--- src/hw/rtl/lcc_pkg.sv ---
`timescale 1ns / 1ps
`default_nettype none
// Shared types, codes and sizes for the byte-capped LRU cache.
// No dependencies; imported by every module of the block.
package lcc_pkg;

  localparam int ENTRIES = 16;
  localparam int IDX_W   = $clog2(ENTRIES);
  localparam int CNT_W   = IDX_W + 1;
  localparam int DATA_W  = 32;
  localparam int USED_W  = DATA_W + 1;   // store sum may carry one bit

  localparam logic [1:0] MODE_LOOKUP = 2'd0;
  localparam logic [1:0] MODE_STORE  = 2'd1;
  localparam logic [1:0] MODE_CLEAR  = 2'd2;

  typedef struct packed {
    logic [DATA_W-1:0] payload;
    logic [DATA_W-1:0] cost;
    logic [DATA_W-1:0] key;
  } entry_t;

  typedef enum logic [2:0] {
    KIND_LOOKUP  = 3'd0,
    KIND_EVICT   = 3'd1,
    KIND_STORED  = 3'd2,
    KIND_REFUSED = 3'd3,
    KIND_CLEARED = 3'd4
  } kind_t;

  typedef enum logic [2:0] {
    ORD_NONE,
    ORD_TOUCH,
    ORD_DROP,
    ORD_INSERT,
    ORD_CLEAR
  } ord_op_t;

  typedef struct packed {
    ord_op_t          op;
    logic [IDX_W-1:0] pos;
  } ord_cmd_t;

  typedef enum logic [1:0] {
    ACC_HOLD,
    ACC_LOAD,
    ACC_SUB,
    ACC_ADD
  } acc_op_t;

  typedef enum logic [3:0] {
    ST_IDLE,
    ST_SCAN,
    ST_RESOLVE,
    ST_FULL_RD,
    ST_FULL_EV,
    ST_INSERT,
    ST_ADD,
    ST_CHECK,
    ST_EV_RD,
    ST_EV,
    ST_DONE,
    ST_REFUSE,
    ST_CLEAR
  } state_t;

endpackage
`default_nettype wire

--- src/hw/rtl/lcc_ram.sv ---
`timescale 1ns / 1ps
`default_nettype none
// Entry store: key, cost and payload per slot, one write and one registered read port.
// Depends on lcc_pkg.
module lcc_ram (
  input  wire                      clk,
  input  wire                      we,
  input  wire [lcc_pkg::IDX_W-1:0] waddr,
  input  lcc_pkg::entry_t          wdata,
  input  wire [lcc_pkg::IDX_W-1:0] raddr,
  output lcc_pkg::entry_t          rdata
);
  import lcc_pkg::*;

  entry_t mem [ENTRIES];

  always_ff @(posedge clk) begin
    if (we) begin
      mem[waddr] <= wdata;
    end
    rdata <= mem[raddr];
  end

endmodule
`default_nettype wire

--- src/hw/rtl/lcc_order.sv ---
`timescale 1ns / 1ps
`default_nettype none
// Recency list: a permutation of slot numbers, oldest first; positions at or
// above count are free slots. Depends on lcc_pkg.
module lcc_order (
  input  wire                      clk,
  input  wire                      rst,
  input  lcc_pkg::ord_cmd_t        cmd,
  input  wire [lcc_pkg::IDX_W-1:0] rd_pos,
  output logic [lcc_pkg::IDX_W-1:0] rd_slot,
  output logic [lcc_pkg::IDX_W-1:0] free_slot,
  output logic [lcc_pkg::CNT_W-1:0] count
);
  import lcc_pkg::*;

  logic [IDX_W-1:0] order      [ENTRIES];
  logic [IDX_W-1:0] order_next [ENTRIES];
  logic [CNT_W-1:0] count_next;

  assign rd_slot   = order[rd_pos];
  assign free_slot = order[count[IDX_W-1:0]];

  always_comb begin
    for (int i = 0; i < ENTRIES; i++) begin
      order_next[i] = order[i];
    end
    count_next = count;
    case (cmd.op)
      ORD_TOUCH: begin
        // pull entry out at pos, close the gap, put it at the newest place
        for (int i = 0; i < ENTRIES; i++) begin
          if (CNT_W'(i) + CNT_W'(1) == count) begin
            order_next[i] = order[cmd.pos];
          end else if (i < ENTRIES - 1 && IDX_W'(i) >= cmd.pos &&
                       CNT_W'(i) + CNT_W'(1) < count) begin
            order_next[i] = order[IDX_W'((i + 1) % ENTRIES)];
          end
        end
      end
      ORD_DROP: begin
        // rotate: the oldest slot moves into the free region
        for (int i = 0; i < ENTRIES; i++) begin
          order_next[i] = order[IDX_W'((i + 1) % ENTRIES)];
        end
        count_next = count - CNT_W'(1);
      end
      ORD_INSERT: count_next = count + CNT_W'(1);
      ORD_CLEAR:  count_next = '0;
      default:    count_next = count;
    endcase
  end

  always_ff @(posedge clk) begin
    if (rst) begin
      for (int i = 0; i < ENTRIES; i++) begin
        order[i] <= IDX_W'(i);
      end
      count <= '0;
    end else begin
      for (int i = 0; i < ENTRIES; i++) begin
        order[i] <= order_next[i];
      end
      count <= count_next;
    end
  end

endmodule
`default_nettype wire

--- src/hw/rtl/lcc_acc.sv ---
`timescale 1ns / 1ps
`default_nettype none
// Byte-usage accumulator: the one add / clamped subtract / cap compare unit.
// Depends on lcc_pkg.
module lcc_acc (
  input  wire                       clk,
  input  lcc_pkg::acc_op_t          op,
  input  wire [lcc_pkg::DATA_W-1:0] load_val,
  input  wire [lcc_pkg::DATA_W-1:0] operand,
  input  wire [lcc_pkg::DATA_W-1:0] cap,
  output logic [lcc_pkg::USED_W-1:0] used,
  output logic [lcc_pkg::DATA_W-1:0] diff,
  output logic                       over
);
  import lcc_pkg::*;

  logic [USED_W-1:0] opx;
  logic [USED_W-1:0] diff_full;
  logic [USED_W-1:0] used_next;

  assign opx       = {1'b0, operand};
  assign diff_full = (used >= opx) ? used - opx : '0;
  assign diff      = diff_full[DATA_W-1:0];
  assign over      = used > {1'b0, cap};

  always_comb begin
    case (op)
      ACC_LOAD: used_next = {1'b0, load_val};
      ACC_SUB:  used_next = diff_full;
      ACC_ADD:  used_next = used + opx;
      default:  used_next = used;
    endcase
  end

  always_ff @(posedge clk) begin
    used <= used_next;
  end

endmodule
`default_nettype wire

--- src/hw/rtl/byte_capped_lru_cache_unit.sv ---
`timescale 1ns / 1ps
`default_nettype none
// Top level of the byte-capped LRU cache: sequencer, output register, cap register.
// Depends on lcc_pkg, lcc_ram, lcc_order, lcc_acc.
//
// channel   dir  fields (low bit first)
// s_*       in   tuser: mode[1:0]; tdata: key_tag, cost, payload (96 b)
// m_*       out  tuser: kind[2:0], hit[3]; tdata: out_key, out_cost,
//                out_payload, used_bytes (128 b); tlast: last result of item
// cfg_*     in   cfg_wr_data = mem_cap, written when cfg_wr_en is high
//
// One item at a time; s_tready is high only in idle. A key search reads one
// slot per cycle from the entry RAM, over at most the n live entries (n at
// most 16); a hit ends the search early. A store then rewrites or inserts the
// entry and adds its cost; a full table first drops its oldest entry, and each
// budget eviction drops the oldest remaining one. Each result waits in the
// output register; the sequencer stalls while that register is full.
// Reset (rst, synchronous) empties the table and zeroes the byte total and cap.
module byte_capped_lru_cache_unit (
  input  wire         clk,
  input  wire         rst,
  // input stream
  input  wire         s_tvalid,
  output logic        s_tready,
  input  wire [95:0]  s_tdata,   // key_tag[31:0], cost[63:32], payload[95:64]
  input  wire [1:0]   s_tuser,   // mode[1:0]
  // result stream
  output logic        m_tvalid,
  input  wire         m_tready,
  output logic [127:0] m_tdata,  // out_key, out_cost, out_payload, used_bytes
  output logic [3:0]  m_tuser,   // kind[2:0], hit[3]
  output logic        m_tlast,
  // configuration
  input  wire         cfg_wr_en,
  input  wire [31:0]  cfg_wr_data
);
  import lcc_pkg::*;

  state_t state, state_next;

  // captured item
  logic [1:0]        mode_r;
  logic [DATA_W-1:0] key_r, cost_r, pay_r;
  logic [DATA_W-1:0] mem_cap;
  logic [DATA_W-1:0] used_total;

  // key search
  logic [CNT_W-1:0]  issue_pos;
  logic [IDX_W-1:0]  cmp_pos;
  logic              cmp_vld;
  logic              hit_flag;
  logic [IDX_W-1:0]  hit_pos;
  entry_t            hit_ent;
  logic              match;

  // shared units
  ord_cmd_t          ord_cmd;
  logic [IDX_W-1:0]  rd_pos, rd_slot, free_slot;
  logic [CNT_W-1:0]  count;
  acc_op_t           acc_op;
  logic [DATA_W-1:0] acc_operand;
  logic [USED_W-1:0] used;
  logic [DATA_W-1:0] diff;
  logic              over;
  logic              mem_we;
  logic [IDX_W-1:0]  mem_waddr;
  entry_t            mem_wdata, rdata;

  // result
  logic              out_free;
  logic              emit;
  kind_t             e_kind;
  logic              e_hit, e_last;
  logic [DATA_W-1:0] e_key, e_cost, e_pay, e_used;

  logic              accept;
  logic              refuse_in;

  assign s_tready  = (state == ST_IDLE);
  assign accept    = s_tvalid && s_tready;
  assign out_free  = !m_tvalid || m_tready;
  assign match     = cmp_vld && (rdata.key == key_r);
  assign refuse_in = (mem_cap == '0) || (s_tdata[63:32] > mem_cap);

  lcc_ram u_ram (
    .clk   (clk),
    .we    (mem_we),
    .waddr (mem_waddr),
    .wdata (mem_wdata),
    .raddr (rd_slot),
    .rdata (rdata)
  );

  lcc_order u_order (
    .clk       (clk),
    .rst       (rst),
    .cmd       (ord_cmd),
    .rd_pos    (rd_pos),
    .rd_slot   (rd_slot),
    .free_slot (free_slot),
    .count     (count)
  );

  lcc_acc u_acc (
    .clk      (clk),
    .op       (acc_op),
    .load_val (used_total),
    .operand  (acc_operand),
    .cap      (mem_cap),
    .used     (used),
    .diff     (diff),
    .over     (over)
  );

  // next state
  always_comb begin
    state_next = state;
    case (state)
      ST_IDLE: begin
        if (accept) begin
          case (s_tuser)
            MODE_LOOKUP: state_next = ST_SCAN;
            MODE_STORE:  state_next = refuse_in ? ST_REFUSE : ST_SCAN;
            MODE_CLEAR:  state_next = ST_CLEAR;
            default:     state_next = ST_IDLE;
          endcase
        end
      end
      ST_SCAN: begin
        if (match || issue_pos >= count) state_next = ST_RESOLVE;
      end
      ST_RESOLVE: begin
        if (mode_r == MODE_LOOKUP) begin
          if (out_free) state_next = ST_IDLE;
        end else if (hit_flag) begin
          state_next = ST_ADD;
        end else if (count == CNT_W'(ENTRIES)) begin
          state_next = ST_FULL_RD;
        end else begin
          state_next = ST_INSERT;
        end
      end
      ST_FULL_RD: state_next = ST_FULL_EV;
      ST_FULL_EV: if (out_free) state_next = ST_INSERT;
      ST_INSERT:  state_next = ST_ADD;
      ST_ADD:     state_next = ST_CHECK;
      ST_CHECK:   state_next = (over && count > CNT_W'(1)) ? ST_EV_RD : ST_DONE;
      ST_EV_RD:   state_next = ST_EV;
      ST_EV:      if (out_free) state_next = ST_CHECK;
      ST_DONE, ST_REFUSE, ST_CLEAR: if (out_free) state_next = ST_IDLE;
      default:    state_next = ST_IDLE;
    endcase
  end

  // datapath controls and result fields
  always_comb begin
    emit        = 1'b0;
    e_kind      = KIND_LOOKUP;
    e_hit       = 1'b0;
    e_last      = 1'b0;
    e_key       = '0;
    e_cost      = '0;
    e_pay       = '0;
    e_used      = used_total;
    ord_cmd.op  = ORD_NONE;
    ord_cmd.pos = hit_pos;
    acc_op      = ACC_HOLD;
    acc_operand = cost_r;
    mem_we      = 1'b0;
    mem_waddr   = free_slot;
    mem_wdata   = '{payload: pay_r, cost: cost_r, key: key_r};
    rd_pos      = '0;
    case (state)
      ST_IDLE: begin
        if (accept) acc_op = ACC_LOAD;
      end
      ST_SCAN: rd_pos = issue_pos[IDX_W-1:0];
      ST_RESOLVE: begin
        rd_pos = hit_pos;
        if (mode_r == MODE_LOOKUP) begin
          emit   = out_free;
          e_last = 1'b1;
          if (hit_flag) begin
            e_hit  = 1'b1;
            e_key  = hit_ent.key;
            e_cost = hit_ent.cost;
            e_pay  = hit_ent.payload;
            if (out_free) ord_cmd.op = ORD_TOUCH;
          end else begin
            e_key = key_r;
          end
        end else if (hit_flag) begin
          // replace in place: drop old cost, refresh, rewrite fields
          acc_op      = ACC_SUB;
          acc_operand = hit_ent.cost;
          ord_cmd.op  = ORD_TOUCH;
          mem_we      = 1'b1;
          mem_waddr   = rd_slot;
        end
      end
      ST_FULL_EV, ST_EV: begin
        acc_operand = rdata.cost;
        emit        = out_free;
        e_kind      = KIND_EVICT;
        e_key       = rdata.key;
        e_cost      = rdata.cost;
        e_pay       = rdata.payload;
        e_used      = diff;
        if (out_free) begin
          acc_op     = ACC_SUB;
          ord_cmd.op = ORD_DROP;
        end
      end
      ST_INSERT: begin
        mem_we     = 1'b1;
        ord_cmd.op = ORD_INSERT;
      end
      ST_ADD: acc_op = ACC_ADD;
      ST_DONE: begin
        emit   = out_free;
        e_kind = KIND_STORED;
        e_last = 1'b1;
        e_key  = key_r;
        e_cost = cost_r;
        e_pay  = pay_r;
        e_used = used[DATA_W-1:0];
      end
      ST_REFUSE: begin
        emit   = out_free;
        e_kind = KIND_REFUSED;
        e_last = 1'b1;
        e_key  = key_r;
      end
      ST_CLEAR: begin
        emit   = out_free;
        e_kind = KIND_CLEARED;
        e_last = 1'b1;
        e_used = '0;
        if (out_free) ord_cmd.op = ORD_CLEAR;
      end
      default: emit = 1'b0;
    endcase
  end

  always_ff @(posedge clk) begin
    if (rst) begin
      state      <= ST_IDLE;
      mem_cap    <= '0;
      used_total <= '0;
      cmp_vld    <= 1'b0;
      m_tvalid   <= 1'b0;
    end else begin
      state <= state_next;
      if (cfg_wr_en) mem_cap <= cfg_wr_data;
      if (state == ST_DONE && out_free) used_total <= used[DATA_W-1:0];
      if (state == ST_CLEAR && out_free) used_total <= '0;
      if (accept) begin
        cmp_vld <= 1'b0;
      end else if (state == ST_SCAN) begin
        cmp_vld <= !match && issue_pos < count;
      end
      if (emit) begin
        m_tvalid <= 1'b1;
      end else if (m_tready) begin
        m_tvalid <= 1'b0;
      end
    end
  end

  // payload registers
  always_ff @(posedge clk) begin
    if (accept) begin
      mode_r    <= s_tuser;
      key_r     <= s_tdata[31:0];
      cost_r    <= s_tdata[63:32];
      pay_r     <= s_tdata[95:64];
      issue_pos <= '0;
    end else if (state == ST_SCAN) begin
      if (match) begin
        hit_flag <= 1'b1;
        hit_pos  <= cmp_pos;
        hit_ent  <= rdata;
      end else if (issue_pos < count) begin
        issue_pos <= issue_pos + CNT_W'(1);
        cmp_pos   <= issue_pos[IDX_W-1:0];
      end else begin
        hit_flag <= 1'b0;
      end
    end
    if (emit) begin
      m_tuser <= {e_hit, e_kind};
      m_tdata <= {e_used, e_pay, e_cost, e_key};
      m_tlast <= e_last;
    end
  end

`ifndef SYNTHESIS
  // the table never holds more entries than slots
  a_count_bound: assert property (@(posedge clk) disable iff (rst)
    count <= CNT_W'(ENTRIES))
    else $error("entry count above table size");

  // an accepted store always leaves the total within the budget
  a_store_fits: assert property (@(posedge clk) disable iff (rst)
    (state == ST_DONE && out_free) |=> used_total <= mem_cap)
    else $error("byte total above cap after store");

  // clear empties the table and the byte total
  a_clear: assert property (@(posedge clk) disable iff (rst)
    (state == ST_CLEAR && out_free) |=> (count == '0 && used_total == '0))
    else $error("clear left entries behind");
`endif

endmodule
`default_nettype wire

--- config.mk ---
export PLATFORM = sky130hd
export DESIGN_NAME = byte_capped_lru_cache_unit
export DESIGN_NICKNAME = d
export VERILOG_FILES = /design/src/hw/rtl/lcc_pkg.sv /design/src/hw/rtl/lcc_ram.sv /design/src/hw/rtl/lcc_order.sv /design/src/hw/rtl/lcc_acc.sv /design/src/hw/rtl/byte_capped_lru_cache_unit.sv
export SDC_FILE = /design/constraint.sdc
export NUM_CORES = 2
export LEC_CHECK = 0
export BUFFER_PORTS_ARGS = -buffer_cell sky130_fd_sc_hd__buf_2
export CAP_MARGIN = 10
export CORE_MARGIN = 8
export CORE_UTILIZATION = 35
export CTS_CLUSTER_DIAMETER = 30
export DETAILED_ROUTE_END_ITERATION = 8
export GPL_ROUTABILITY_DRIVEN = 0
export PLACE_DENSITY_LB_ADDON = 0.12
export SLEW_MARGIN = 20
export SYNTH_ARGS = -nofsm -noshare
export SYNTH_HDL_FRONTEND = slang
export SYNTH_SLANG_ARGS = --single-unit
export TNS_END_PERCENT = 1
--- constraint.sdc ---
create_clock -name clk -period 12.85 [get_ports clk]
set_clock_uncertainty 0.15 [all_clocks]
set_input_delay 1.9275 -clock clk [delete_from_list [all_inputs] [get_ports clk]]
set_output_delay 1.9275 -clock clk [all_outputs]
set_load 0.03 [all_outputs]
Word level (Yosys, flattened, before mapping) --
Memories as Yosys holds them, arrays and structs flattened. A register that Yosys moved wholly into a read port is not among the register bits. Cells that the tools add are included.
Storage, ports and cells: logic and storage cells 331, RAM bits 1600, flip-flop bits (word level) 449, memories kept 2
Memory list:
- u_ram.mem | words 16, bits a word 96, rd ports 1, clocked after Yosys merged registers in 1, wr ports 1, line lcc_ram.sv:15 | entry_t mem [ENTRIES];
- u_order.order | words 16, bits a word 4, rd ports 19, clocked after Yosys merged registers in 2, wr ports 16, line lcc_order.sv:16 | logic [IDX_W-1:0] order [ENTRIES];
Operators by class: equal/unequal tests 76, add/sub/neg operators 5, order comparisons 36, mux-type cells 111, reductions and logical operators 61, bitwise gates (word level) 18
Operator list (number):
- $pmux W32 S3 | 4
- $mux W32 | 8
- $mux W4 | 60
- $pmux W64 S2 | 1
- $pmux W33 S3 | 1
- $pmux W32 S2 | 1
- $reduce_and A3 Y1 | 19
- $ne A3 B3 Y1 const B | 15
- $pmux W4 S11 | 1
- $ne A2 B2 Y1 const B | 21
- $eq A4 B5 Y1 const A | 8
- $lt A4 B5 Y1 const A | 8
- $add A33 B32 Y33 | 1
- $ge A33 B32 Y1 | 1
- $gt A33 B32 Y1 | 1
- $mux W33 | 1
- $sub A33 B32 Y33 | 1
- $eq A32 B32 Y1 | 1
- $gt A32 B32 Y1 | 1
- $logic_not A32 Y1 | 1
- $ge A4 B4 Y1 const A | 7
- $pmux W3 S4 | 2
- $logic_and A1 B1 Y1 | 21
- $eq A3 B5 Y1 const A | 4
- 46 further kinds | 118

Depth between registers and ports, before layout --
depth in word-level cells 10, gate-level depth with buffers 22, depth with buffers taken out 19

Hierarchy --
Synthesis repeated with hierarchy kept, for this count alone.
Second synthesis, totals: cells, all modules 5253, area, all modules 88637.5 um^2
Modules (own cells, without submodules):
- lcc_ram | cells an instance 2460, area an instance 59355.7 um^2, times used 1
- byte_capped_lru_cache_unit | cells an instance 1384, area an instance 17409.2 um^2, times used 1
- lcc_acc | cells an instance 841, area an instance 6348.6 um^2, times used 1
- lcc_order | cells an instance 568, area an instance 5524.0 um^2, times used 1

Worst setup path before layout --
OpenSTA, ideal clock, no wires.
path kind register to register, start register state[2], end memory u_ram.mem[14][0] in the netlist's numbering (enable), slack 0.186 ns, data required time 11.914 ns, cell stages (with the launch flop) 15, clock period less this slack 12.664 ns, path buffers 7, arrival time 11.728 ns, cells stage by stage dfxtp_1 buf_6 or2_0 buf_2 a21oi_4 buf_6 buf_4 mux4_2 mux2i_1 mux2i_1 buf_2 buf_6 buf_2 o32a_1 nor4_1
Between the ends: longest elaborated chain between the ends 6
Ends and longest elaborated chain:
- start, declared | line byte_capped_lru_cache_unit.sv:39 | state_t state, state_next;
- start signal, assigned | line byte_capped_lru_cache_unit.sv:253 | state <= state_next;
- $eq A4 B2 Y1 / $eq A4 B1 Y1 (equally long branches) | line byte_capped_lru_cache_unit.sv:173 | case (state)
- $pmux W4 S2 | line byte_capped_lru_cache_unit.sv:173
- $mem_v2 Z16 W4
- $mux W4 | line byte_capped_lru_cache_unit.sv:192 | end else if (hit_flag) begin
- $mux W4 | line byte_capped_lru_cache_unit.sv:180 | if (mode_r == MODE_LOOKUP) begin
- $mux W4 | line byte_capped_lru_cache_unit.sv:173
- end, declared | line lcc_ram.sv:15
Several ways; a longest one is shown, not always the timed one.

Final worst setup path --
start register state[1], end register, netlist name u_ram.rdata[86]
Between the ends: longest elaborated chain between the ends 3
Ends and longest elaborated chain (line):
- $eq A4 B2 Y1 / $eq A4 B1 Y1 (equally long branches) | byte_capped_lru_cache_unit.sv:173
- $pmux W4 S2 * | byte_capped_lru_cache_unit.sv:173
- $mem_v2 Z16 W4 *
Every way passes the cells marked *; elsewhere a longest branch is shown, timed or not. A chain may end at the register's enable or synchronous reset.

==> impl_results.md <==
- Via density: between 5 and 6
- CTS tree: built
- Switching pwr: between 10 and 15 mW
- Final period util: between 50% and 60%
- Peak Freq: roughly 0.13 GHz
- Initial DRT Pass Iterations: 8
- Layout cell share with drive strength beyond 1: 18.7%
- Worst VDD drop: about 0.21 mV
- Data required, critical path: about 13 ns
- Largest net degree at the start of global routing: 127
- Post-synthesis register bit count: roughly 2200
- Switching share of power: between 30% and 40%
- HP Class: reg -> reg
- Vias in the first global route: between 50000 and 60000
- Final hold viol count: 0
- CTS Hold Bufs: 0
- Clk pwr share: between 30 and 40%
- Skew-Pair Late Insertion Delay: a little over 1 ns
- Asr flop ratio synth: 0%
- Worst R2R End: u_ram.rdata[86]
- Clock transition at the registers of the reported paths: 0.05 ns
- PortBufs: roughly 270
- RSZ-0062 raised after global routing: no
- Seq/Total Area, Yosys: 70.8%
- Worst setup SP type: flip-flop
- CP Launch Point: state[1]
- Final WS setup: roughly 5.4 ns
- Die Y: ~520 um
- Multi-input logic area: around 24000 um^2
- Arr. time, crit path: 8.11 ns
- Cell area power density: 278 nW/um^2
- I/O Pins: 270
- Min-Delay Startpoint: u_ram.rdata[79]
- Max-Slew Margin vs Limit: between 20% and 30%
- Syn Inst Count: 5651
- EDFF count, synth: between 1500 and 2000
- CP endpoint kind: flip-flop
- Final WL: approximately 270000 um
- Final nets: 6466
- WHS Endpoint: hit_ent[79]
- CTS resizes: 0
- Yosys cell types: between 70 and 80
- Drt first-iter violations: ~4600
- Post-Syn Area per Cell: 15.5 um^2
- CTS H-tree depth: 5
- CTS sink cnt: 2153
- Initial antenna violation count: 11
- Final setup fails: 0
- Core area: between 200000 and 300000 um^2
- Seq pwr share: between 30 and 40%
- Cell count of the worst reg-to-reg path: 15
- Setup slack, reg-to-reg: 5.38 ns
- Pre-CTS WS: around 5.4 ns
- Max-cap violations: 0
- Final core occ: 43.5%
- Clk buf depth: 4
- CP max stage delay: ~0.83 ns
- CP Cell Sequence: nor2b_2, a22oi_1, or2_1, mux2i_1, a221oi_1, a21oi_1, mux2i_4, buf_4, buf_4, buf_12, buf_4, buf_4, mux2i_1, o22ai_1, or4_1
- Dpl hpwl: approximately 150000 um
- Min Tclk post-route: 7.47 ns
- Status: completed
- Setup bufs post-CTS: 0
- Logic pwr share: 27.9%
- Row count: 184
- Mapped cell area: ~88000 um^2
- Worst Tran Pin Value: roughly 1.1 ns
- Reg area: between 60000 and 70000 um^2
- Fin. max-slew vios: 0
- DRC: 0
- Initial Utilization: 35.1%
- Fill count: 22600
- Most used cell, CP: buf_4
- Routed vias: 53200
- CTS Buf Count: approximately 480
- Final TNS setup: 0 ns
- Hold Crit Depth: 0
- Routed len/inst: ~27 um
- WS Path Type: reg -> reg
- Commonest register cell after synthesis: edfxtp_1
- Reg-to-Reg Start: state[1]
- Yosys warnings: 0
- GR Overflow Total: 0
- Area growth from synthesis to layout: 24.1%
- First-pass GRT wire length: ~380000 um
- Post-synth net total: 5933
- Static leakage: about 38 nW
- Total GRT Usage: 19.3%
- Die width: approximately 520 um
- Antenna Nets Post-Route: 0
- Die Area: 267000 um^2
- CTS root buffer: clkbuf_16
- Critical path peak fanout: 118
- Internal power: ~20 mW
- Slowest-stage cell, CP: buf_4
==> cell usage after synthesis (21+ instances only) <==
library cell,count,area [um^2]
edfxtp_1,1905,57200
mux2i_1,858,8590
o22ai_1,388,2430
dfxtp_1,248,4960
nand2_1,221,830
nor2_1,205,769
clkbuf_1,179,672
inv_1,172,646
a21oi_1,169,846
ha_1,145,1810
o21ai_0,127,636
buf_2,100,500
or4_1,99,743
a221o_1,68,681
a222oi_1,65,651
a22oi_1,58,435
nand3_1,53,265
mux4_2,49,1100
xnor2_1,47,412
and2_1,42,263
xor2_1,41,359
a211oi_1,33,248
nor3_1,32,160
a21o_1,28,210
nor2b_1,27,169
nor4_1,26,163
nand4_1,23,144
o211ai_1,21,158
==> sequential cells by signal, summed over array words and instances, names as in the netlist, 5 cells and up, named ones only <==
register,count
u_order.count,5
cost_r,32
u_acc.used,33
u_ram.rdata,96
issue_pos,5
hit_ent,96
m_tdata,128
key_r,32
mem_cap,32
used_total,32
pay_r,32
u_order.order,64
u_ram.mem,1536
==> final cells by class <==
| cell class | count | area share (%) |
|---|---|---|
| flip-flops and latches | 2153 | 57.0 |
| multi-input cells | 3008 | 21.8 |
| clock buffers | 613 | 11.9 |
| well taps | 3348 | 3.84 |
| clock inverters | 266 | 2.69 |
| repair buffers | 370 | 2.04 |
| inverters | 173 | 0.596 |
| diodes | 4 | 0.00918 |
==> stage by stage <==
step / hold slack, ns / power (mW) / cells / cell area (um^2)
2_1_floorplan: 0.250 / 15.6 / 5651 / 87800
3_3_place_gp: 0.255 / 18.5 / 9051 / 93000
3_5_place_dp: 0.259 / 18.6 / 9052 / 93000
4_1_cts: 0.248 / 30.6 / 9931 / 109000
5_1_grt: 0.249 / 31.7 / 9934 / 109000
6_report: 0.237 / 30.4 / 9935 / 109000
==> worst max path at each step <==
| stage | to | depth (start not counted) |
|---|---|---|
| after floorplan | u_ram.mem[14][0] | 14 |
| after global placement | u_ram.rdata[93] | 15 |
| after detailed placement | u_ram.rdata[93] | 15 |
| after CTS | u_ram.rdata[86] | 15 |
| after global routing | u_ram.rdata[84] | 15 |
| final | u_ram.rdata[86] | 15 |
==> routing by layer <==
metal	wire length, um	global-route usage, %	up-vias
met4	5870	5.30	0
met3	15500	3.41	418
met2	119000	29.4	1802
met1	127000	28.5	27400
met5	0	0	-
li1	-	-	23600
==> power by group through the flow <==
stage               Combinational (mW)  Sequential [mW]  Clock, mW
CTS                               8.51             10.0       12.1
global placement                  8.46             10.1          0
finish                            8.45             10.0       11.9
floorplan                         5.63             9.97          0
global route                      9.13             10.1       12.4
detailed placement                8.48             10.1          0
==> critical path: cells and delay by family (launching register included) <==
kind	cells	cell delay [ns]
buffers and inverters	5	3.45
DFF	1	0.77
and+or+nand+nor	3	1.34
muxes	3	0.57
AOI/OAI and AO/OA	4	0.75
==> cells by family after synthesis <==
logic type	synth area share, %
flops	70.8
compound gates	8.29
mux	11.2
simple gates	4.40
buf+inv	2.37
fa+ha+maj	2.11
xor+xnor	0.878
==> placed cells by master, fill, tap and decap left out, types with 21 or more instances in the layout <==
cell        count
a211oi_1       33
a21o_1         28
a21oi_1       167
a221o_1        68
a222oi_1       65
a22oi_1        58
and2_1         34
buf_2         269
buf_4          92
bufinv_16      52
clkbuf_1       87
clkbuf_16     484
clkbuf_8       42
clkinv_1       45
clkinv_2       87
clkinvlp_4     48
dfxtp_1       248
edfxtp_1     1905
ha_1          145
inv_1         172
mux2i_1       857
mux4_2         49
nand2_1       218
nand3_1        52
nand4_1        23
nor2_1        197
nor2b_1        25
nor3_1         27
nor4_1         23
o211ai_1       21
o21ai_0       127
o22ai_1       388
or4_1          99
xnor2_1        47
xor2_1         41
(Power assumes the default switching activity.)
